### config.mk
export PLATFORM = sky130hd
export DESIGN_NAME = value_noise_terrain_height
export DESIGN_NICKNAME = d
export VERILOG_FILES = /design/src/rtl/vnth_pkg.sv /design/src/rtl/value_noise_terrain_height.sv
export SDC_FILE = /design/constraint.sdc
export NUM_CORES = 2
export LEC_CHECK = 0
export ABC_AREA = 1
export BUFFER_PORTS_ARGS = -buffer_cell sky130_fd_sc_hd__buf_2
export CAP_MARGIN = 30
export CORE_ASPECT_RATIO = 0.7
export CORE_MARGIN = 2
export CORE_UTILIZATION = 50
export DETAILED_ROUTE_END_ITERATION = 8
export GPL_TIMING_DRIVEN = 1
export MAX_ROUTING_LAYER = met4
export PLACE_DENSITY = 0.65
export SYNTH_ARGS = -nofsm -noshare
export SYNTH_HDL_FRONTEND = slang
export SYNTH_SLANG_ARGS = --single-unit
### constraint.sdc
create_clock -name clk_i -period 15.2 [get_ports clk_i]
set_input_delay 3.8 -clock clk_i [delete_from_list [all_inputs] [get_ports clk_i]]
set_output_delay 3.8 -clock clk_i [all_outputs]
set_load 0.03 [all_outputs]
### src/rtl/vnth_pkg.sv
`timescale 1ns / 1ps

package vnth_pkg;

  // One coordinate in, one height and class out.
  typedef struct packed {
    logic [7:0] cell_x;
    logic [7:0] cell_y;
  } vnth_in_t;

  typedef struct packed {
    logic signed [8:0] height;
    logic [1:0]        terrain_class;
  } vnth_out_t;

  typedef enum logic [1:0] {
    CLASS_ROCK     = 2'd0,
    CLASS_PLAIN    = 2'd1,
    CLASS_FOREST   = 2'd2,
    CLASS_HIGHLAND = 2'd3
  } vnth_class_e;

  // Lattice hash multipliers and the second octave salt.
  localparam logic [31:0] HASH_PX     = 32'd374761393;
  localparam logic [31:0] HASH_PY     = 32'd668265263;
  localparam logic [31:0] HASH_MIX    = 32'd1274126177;
  localparam logic [31:0] OCTAVE_SALT = 32'h5bf03635;
  localparam logic [31:0] SEED_RESET  = 32'd1;

  // Reciprocals of the lattice size 6: x*171 >> 10 is exact below 256,
  // n*683 >> 12 is exact up to 1275.
  localparam logic [15:0] RECIP6_Q10 = 16'd171;
  localparam logic [20:0] RECIP6_Q12 = 21'd683;
  localparam logic [7:0]  LATTICE    = 8'd6;

  // Island falloff near the map border.
  localparam int unsigned EDGE_BAND = 5;
  localparam logic [6:0]  EDGE_DROP = 7'd22;

  // Class band limits.
  localparam logic signed [8:0] BAND_PLAIN    = 9'sd40;
  localparam logic signed [8:0] BAND_FOREST   = 9'sd140;
  localparam logic signed [8:0] BAND_HIGHLAND = 9'sd178;
  localparam logic signed [8:0] BAND_PEAK     = 9'sd220;

endpackage

### src/rtl/value_noise_terrain_height.sv
`timescale 1ns / 1ps

// Channel   Direction  Handshake               Payload
// in        input      in_valid_i, in_stall_o   in_data_i  (cell_x, cell_y)
// out       output     out_valid_o, out_stall_i out_data_o (height, terrain_class)
// cfg       input      cfg_valid_i, cfg_ready_o cfg_data_i (world_seed)
//
// One coordinate is taken every cycle while in_stall_o is low; each result passes
// through the six register stages: divide and edge distance, hash
// sums, hash multipliers, horizontal blend, vertical blend and octave mix,
// falloff and class. Reset empties the pipeline and sets world_seed to 1.
// A stall on the output holds only the stages that are full up to the first
// empty one; earlier bubbles keep filling, and cfg_ready_o is always high.
module value_noise_terrain_height import vnth_pkg::*; #(
  parameter int unsigned MAP_WIDTH  = 64,
  parameter int unsigned MAP_HEIGHT = 64
) (
  input  logic      clk_i,
  input  logic      rst_ni,
  input  logic      in_valid_i,
  output logic      in_stall_o,
  input  vnth_in_t  in_data_i,
  output logic      out_valid_o,
  input  logic      out_stall_i,
  output vnth_out_t out_data_o,
  input  logic      cfg_valid_i,
  output logic      cfg_ready_o,
  input  logic [31:0] cfg_data_i
);

  localparam logic signed [9:0] WIDTH_S  = 10'(MAP_WIDTH);
  localparam logic signed [9:0] HEIGHT_S = 10'(MAP_HEIGHT);
  localparam logic signed [9:0] BAND_S   = 10'(EDGE_BAND);

  // Quotient by the lattice size through a reciprocal multiply.
  function automatic logic [5:0] div6(input logic [7:0] v);
    logic [15:0] p;
    p = {8'd0, v} * RECIP6_Q10;
    return p[15:10];
  endfunction

  // Distance to the nearer border along one axis, may go negative.
  function automatic logic signed [9:0] edge_dist(input logic [7:0] v,
                                                  input logic signed [9:0] size);
    logic signed [9:0] vs;
    logic signed [9:0] rest;
    vs   = $signed({2'b00, v});
    rest = size - vs;
    return (vs < rest) ? vs : rest - 10'sd1;
  endfunction

  // Lattice hash up to the xor shift; only the low 24 bits feed the multiply.
  function automatic logic [23:0] hash_pre(input logic [6:0] px, input logic [6:0] py,
                                           input logic [31:0] salt);
    logic [31:0] h;
    logic [31:0] m;
    h = {25'd0, px} * HASH_PX + {25'd0, py} * HASH_PY + salt;
    m = h ^ (h >> 13);
    return m[23:0];
  endfunction

  // Final hash multiply; bits 23:16 of the product are the lattice value.
  function automatic logic [7:0] hash_val(input logic [23:0] m);
    logic [23:0] p;
    p = m * HASH_MIX[23:0];
    return p[23:16];
  endfunction

  // lo + (hi - lo) * f / 6 with truncation toward zero.
  function automatic logic [7:0] lerp6(input logic [7:0] lo, input logic [7:0] hi,
                                       input logic [2:0] f);
    logic signed [8:0]  diff;
    logic signed [11:0] prod;
    logic [10:0]        mag;
    logic [20:0]        scaled;
    logic [7:0]         q;
    logic [9:0]         sum;
    diff   = $signed({1'b0, hi}) - $signed({1'b0, lo});
    prod   = $signed(12'(diff)) * $signed({9'd0, f});
    mag    = prod[11] ? 11'(-prod) : prod[10:0];
    scaled = {10'd0, mag} * RECIP6_Q12;
    q      = scaled[19:12];
    sum    = prod[11] ? ({2'b00, lo} - {2'b00, q}) : ({2'b00, lo} + {2'b00, q});
    return sum[7:0];
  endfunction

  // Configuration register.
  logic [31:0] seed_q;

  assign cfg_ready_o = 1'b1;

  always_ff @(posedge clk_i or negedge rst_ni) begin
    if (!rst_ni) begin
      seed_q <= SEED_RESET;
    end else if (cfg_valid_i) begin
      seed_q <= cfg_data_i;
    end
  end

  // Pipeline valid bits and per-stage load enables.
  logic v0_q, v1_q, v2_q, v3_q, v4_q, v5_q;
  logic en0, en1, en2, en3, en4, en5;

  assign en5 = !v5_q || !out_stall_i;
  assign en4 = !v4_q || en5;
  assign en3 = !v3_q || en4;
  assign en2 = !v2_q || en3;
  assign en1 = !v1_q || en2;
  assign en0 = !v0_q || en1;
  assign in_stall_o = !en0;

  always_ff @(posedge clk_i or negedge rst_ni) begin
    if (!rst_ni) begin
      v0_q <= 1'b0;
      v1_q <= 1'b0;
      v2_q <= 1'b0;
      v3_q <= 1'b0;
      v4_q <= 1'b0;
      v5_q <= 1'b0;
    end else begin
      if (en0) v0_q <= in_valid_i;
      if (en1) v1_q <= v0_q;
      if (en2) v2_q <= v1_q;
      if (en3) v3_q <= v2_q;
      if (en4) v4_q <= v3_q;
      if (en5) v5_q <= v4_q;
    end
  end

  // Stage 0: lattice cell and offset, octave cell, edge falloff amount.
  logic [5:0] gx0_q, gy0_q, gx_d, gy_d;
  logic [2:0] fx0_q, fy0_q, fx_d, fy_d;
  logic [6:0] hx0_q, hy0_q;
  logic [6:0] drop0_q, drop_d;
  logic [7:0] fx_full, fy_full;
  logic signed [9:0] ex, ey, edge_min;
  logic [2:0] steps;

  always_comb begin
    gx_d    = div6(in_data_i.cell_x);
    gy_d    = div6(in_data_i.cell_y);
    fx_full = in_data_i.cell_x - 8'({2'b00, gx_d} * LATTICE);
    fy_full = in_data_i.cell_y - 8'({2'b00, gy_d} * LATTICE);
    fx_d    = fx_full[2:0];
    fy_d    = fy_full[2:0];
    ex       = edge_dist(in_data_i.cell_x, WIDTH_S);
    ey       = edge_dist(in_data_i.cell_y, HEIGHT_S);
    edge_min = (ex < ey) ? ex : ey;
    if (edge_min < 10'sd0) begin
      edge_min = 10'sd0;
    end
    steps  = 3'(BAND_S - edge_min);
    drop_d = (edge_min < BAND_S) ? 7'({4'd0, steps} * EDGE_DROP) : 7'd0;
  end

  always_ff @(posedge clk_i) begin
    if (en0) begin
      gx0_q   <= gx_d;
      gy0_q   <= gy_d;
      fx0_q   <= fx_d;
      fy0_q   <= fy_d;
      hx0_q   <= in_data_i.cell_x[7:1];
      hy0_q   <= in_data_i.cell_y[7:1];
      drop0_q <= drop_d;
    end
  end

  // Stage 1: hash sums and xor shift for the four corners and the octave point.
  logic [23:0] ma1_q, mb1_q, mc1_q, md1_q, mf1_q;
  logic [2:0]  fx1_q, fy1_q;
  logic [6:0]  drop1_q;
  logic [6:0]  gx_lo, gy_lo, gx_hi, gy_hi;

  always_comb begin
    gx_lo = {1'b0, gx0_q};
    gy_lo = {1'b0, gy0_q};
    gx_hi = gx_lo + 7'd1;
    gy_hi = gy_lo + 7'd1;
  end

  always_ff @(posedge clk_i) begin
    if (en1) begin
      ma1_q   <= hash_pre(gx_lo, gy_lo, seed_q);
      mb1_q   <= hash_pre(gx_hi, gy_lo, seed_q);
      mc1_q   <= hash_pre(gx_lo, gy_hi, seed_q);
      md1_q   <= hash_pre(gx_hi, gy_hi, seed_q);
      mf1_q   <= hash_pre(hx0_q, hy0_q, seed_q ^ OCTAVE_SALT);
      fx1_q   <= fx0_q;
      fy1_q   <= fy0_q;
      drop1_q <= drop0_q;
    end
  end

  // Stage 2: hash multiplies give the 8-bit lattice values.
  logic [7:0] a2_q, b2_q, c2_q, d2_q, f2_q;
  logic [2:0] fx2_q, fy2_q;
  logic [6:0] drop2_q;

  always_ff @(posedge clk_i) begin
    if (en2) begin
      a2_q    <= hash_val(ma1_q);
      b2_q    <= hash_val(mb1_q);
      c2_q    <= hash_val(mc1_q);
      d2_q    <= hash_val(md1_q);
      f2_q    <= hash_val(mf1_q);
      fx2_q   <= fx1_q;
      fy2_q   <= fy1_q;
      drop2_q <= drop1_q;
    end
  end

  // Stage 3: blend along x on the top and bottom rows.
  logic [7:0] top3_q, bot3_q, f3_q;
  logic [2:0] fy3_q;
  logic [6:0] drop3_q;

  always_ff @(posedge clk_i) begin
    if (en3) begin
      top3_q  <= lerp6(a2_q, b2_q, fx2_q);
      bot3_q  <= lerp6(c2_q, d2_q, fx2_q);
      f3_q    <= f2_q;
      fy3_q   <= fy2_q;
      drop3_q <= drop2_q;
    end
  end

  // Stage 4: blend along y, then mix in the octave at one quarter.
  logic [7:0] base4_q;
  logic [6:0] drop4_q;
  logic [7:0] vert;
  logic [9:0] mix;

  always_comb begin
    vert = lerp6(top3_q, bot3_q, fy3_q);
    mix  = {2'b00, vert} + {1'b0, vert, 1'b0} + {2'b00, f3_q};
  end

  always_ff @(posedge clk_i) begin
    if (en4) begin
      base4_q <= mix[9:2];
      drop4_q <= drop3_q;
    end
  end

  // Stage 5: border falloff and class bands into the output register.
  vnth_out_t   out_q;
  logic signed [8:0] hgt;
  vnth_class_e cls;

  always_comb begin
    hgt = $signed({1'b0, base4_q}) - $signed({2'b00, drop4_q});
    if (hgt < BAND_PLAIN) begin
      cls = CLASS_ROCK;
    end else if (hgt < BAND_FOREST) begin
      cls = CLASS_PLAIN;
    end else if (hgt < BAND_HIGHLAND) begin
      cls = CLASS_FOREST;
    end else if (hgt < BAND_PEAK) begin
      cls = CLASS_HIGHLAND;
    end else begin
      cls = CLASS_ROCK;
    end
  end

  always_ff @(posedge clk_i) begin
    if (en5) begin
      out_q.height        <= hgt;
      out_q.terrain_class <= cls;
    end
  end

  assign out_valid_o = v5_q;
  assign out_data_o  = out_q;

endmodule
==> results by group <==
Timing
  – Slew HR: 30.2%
  – Setup Skew: 0.0272 ns
  – Fin Setup TNS: 0 ns
  – Worst slew pin tran: 1.04 ns
  – Hold Violations, Final: 0
  – Final worst-path cycle share: approximately four fifths
  – Max Transition Viols Final: 0
  – Final min period: 12.42 ns
  – RSZ-0062 raised after global routing: false
  – Final setup fails: 0
  – FMAX: 80.5 MHz

Critical path
  – Worst path max stage delay: 0.50 ns
  – Slowest cell on the critical path: fa_1
  – Startpoint types: flop
  – CP most frequent cell: nand2_1
  – CP Data Required Time: 15.56 ns
  – Buffer and inverter count on the worst path: 12
  – Crit-path max FO: 11
  – CP Data Arrival Time: 12.78 ns
  – Crit Path Category: reg -> reg
  – Cell family with most CP delay: adder cells
  – Worst R2R Path Depth: 70
  – WP depth: 70
  – Crit path capture type: flop

Synth
  – Simple-gate area share of the yosys netlist: 8.58%
  – Top cells by area, synth: fa_1, ha_1, edfxtp_1
  – Cell taking the most area after synthesis: fa_1
  – Cell area after synthesis: 74300 um2
  – Ys async rst share: between 10% and 20%
  – Synth Flop Type: edfxtp_1
  – Synth Area in Compound Gates: roughly 6.6%
  – Post-synth EDFFs: 280
  – Synth top area share: between 20 and 30%
  – Sequential element share of the synthesized area: 12.6%
  – YS warnings: 0
  – Mapped Cells: 8143
  – Post-synthesis register bit count: 318
  – Distinct cells, synth: 66
  – Main combinational cell family by area after synthesis: adder cells
  – Syn Area/Cell: 9.13 um2
  – XOR/XNOR share of the synthesized area: 8.18%
  – Synthesized net count: 10.7k
  – Adder-cell share of the synthesized area: 52.7%
  – Mux share of post-synthesis cell area: less than 1%

Clocking
  – Clk sinks: around 320
  – Reg clk slew, reported paths: 0.06 ns
  – Total CTS buffers: between 40 and 50
  – CTS Buffer Depth: 3
  – Worst-Skew Late Latency: 0.62 ns
  – H-tree levels: 2
  – TritonCTS clock tree: done
  – Post-CTS sizing: 0
  – Post-CTS setup buffer count: 0
  – Root buf cell: clkbuf_16
  – Hold_buf cts: 0

Die
  – # IOs: 67
  – Die width: 465 um
  – Core Region: 148000 um2
  – Die area: 152000 um2
  – Row Count: 118
  – Starting Density: about half
  – Die Height: 327 um

Global routing
  – Total gr overflow: 0
  – First-pass GRT wire length: 310000 um
  – Vias in the first global route: 53.9k
  – GRT Util Overall: 27.1%
  – Initial antenna violation count: 7
  – Largest net degree at the start of global routing: 69

Layout
  – Fill cells: around 14k
  – Most frequent cells in the layout: inv_1, ha_1, fa_1
  – Commonest non-fill, non-tap cell in the layout: inv_1
  – Layout cells sized above 1: 2.94%
  – Final Net Count: 10.8k
  – Util after Layout: 53.3%
  – Area delta synth->final: 5.95%

Min path
  – Min-Delay Path Depth: 0
  – HP Class: reg -> reg

Flow run
  – Maxcap violations: 0

Routing
  – Via/cell ratio: 5.13
  – Drt wl/cell: 19.0 um
  – DRT antenna net count: 0
  – Vias: about 53k
  – Drt total wl: 195000 um
  – Drt first pass iters: 7
  – DRC violations left: 0
  – DR iter-0 viols: 3797

Placement
  – IO Port Bufs: 65
  – GPL Wtd Cong: 1.04
  – Dpl hpwl: 174000 um

Status
  – Outcome: completed
[synthesized netlist by cell type (5+ instances only)]
library cell / count
a211oi_1: 8
a21boi_0: 5
a21boi_1: 18
a21o_1: 29
a21oi_1: 446
a21oi_2: 6
a221oi_1: 5
a31oi_1: 26
clkbuf_1: 11
dfrtp_1: 37
edfxtp_1: 280
fa_1: 1038
ha_1: 1467
inv_1: 2206
inv_2: 5
mux2_2: 8
nand2_1: 857
nand2_2: 13
nand3_1: 168
nand3b_1: 16
nand4_1: 36
nor2_1: 313
nor3_1: 53
nor4_1: 14
o211ai_1: 15
o21a_1: 16
o21ai_0: 189
o21ai_1: 34
o21bai_1: 34
o221ai_1: 9
o31ai_1: 7
or2_2: 23
xnor2_1: 265
xor2_1: 429
[final timing paths]
check | slack [ns] | start | to
min in group asynchronous | 3.34 | rst_ni | seed_q[11]
hold reg to reg | 0.42 | drop2_q[3] | drop3_q[3]
hold / removal | 0.42 | drop2_q[3] | drop3_q[3]
max in group asynchronous | 11.33 | rst_ni | seed_q[27]
setup reg to reg | 2.78 | top3_q[1] | base4_q[6]
setup / recovery | 2.78 | top3_q[1] | base4_q[6]
[per-stage QoR]
step           std cells  instance area, um2  hold WS [ns]  setup slack [ns]
6_report           10300               78700         0.420              2.78
5_1_grt            10300               78700         0.426              1.51
4_1_cts            10300               78700         0.420              2.76
3_5_place_dp       10200               77200         0.405              2.79
3_3_place_gp       10200               77200         0.401              2.78
2_1_floorplan       8143               74300         0.400              1.48
[metal layers]
layer	track usage, %	part of all wire [%]	vias to the layer above	wire length, um
met5	-	0	-	0
met4	4.52	1.8	0	3540
met3	4.78	7.0	170	13600
met2	38.2	41	1345	80200
met1	41.1	50	25500	98000
li1	-	-	25700	-
[area by class of cell]
| class | instances | area [um2] | share of cell area, % |
|---|---|---|---|
| Sequential cell | 318 | 9360 | 11.9 |
| Inverter | 2213 | 8310 | 10.6 |
| Clock inverter | 30 | 434 | 0.551 |
| Multi-Input combinational cell | 5597 | 56600 | 71.9 |
| Antenna cell | 3 | 7.51 | 0.00953 |
| Tap cell | 1980 | 2480 | 3.15 |
| Timing Repair Buffer | 85 | 475 | 0.604 |
| Clock buffer | 46 | 1090 | 1.38 |
[flip-flops by register name (all words and copies together), names as in the netlist, 11 cells and up]
name and count:
ma1_q 24, mb1_q 24, md1_q 24, seed_q 32
mf1_q 24, out_data_o 11, mc1_q 24
[cell families after synthesis]
logic type,after synthesis
DFF,318
AOI/OAI and AO/OA,871
adders and majority gates,2505
other,1
buffers and inverters,2228
muxes,8
xor gates and xnor gates,694
and+or+nand+nor,1518
[worst register-to-register path: cells and delay by family (launching register included)]
family / cells / cell delay (ns)
xor gates and xnor gates: 6 / 1.37
DFF: 1 / 0.45
AOI/OAI and AO/OA: 11 / 2.02
adders and majority gates: 12 / 4.51
buffers and inverters: 12 / 0.85
and+or+nand+nor: 29 / 2.98
Power is left out: the tool's default activity adds up to more than one toggle a clock period on the data nets, which glitch-free logic cannot reach.
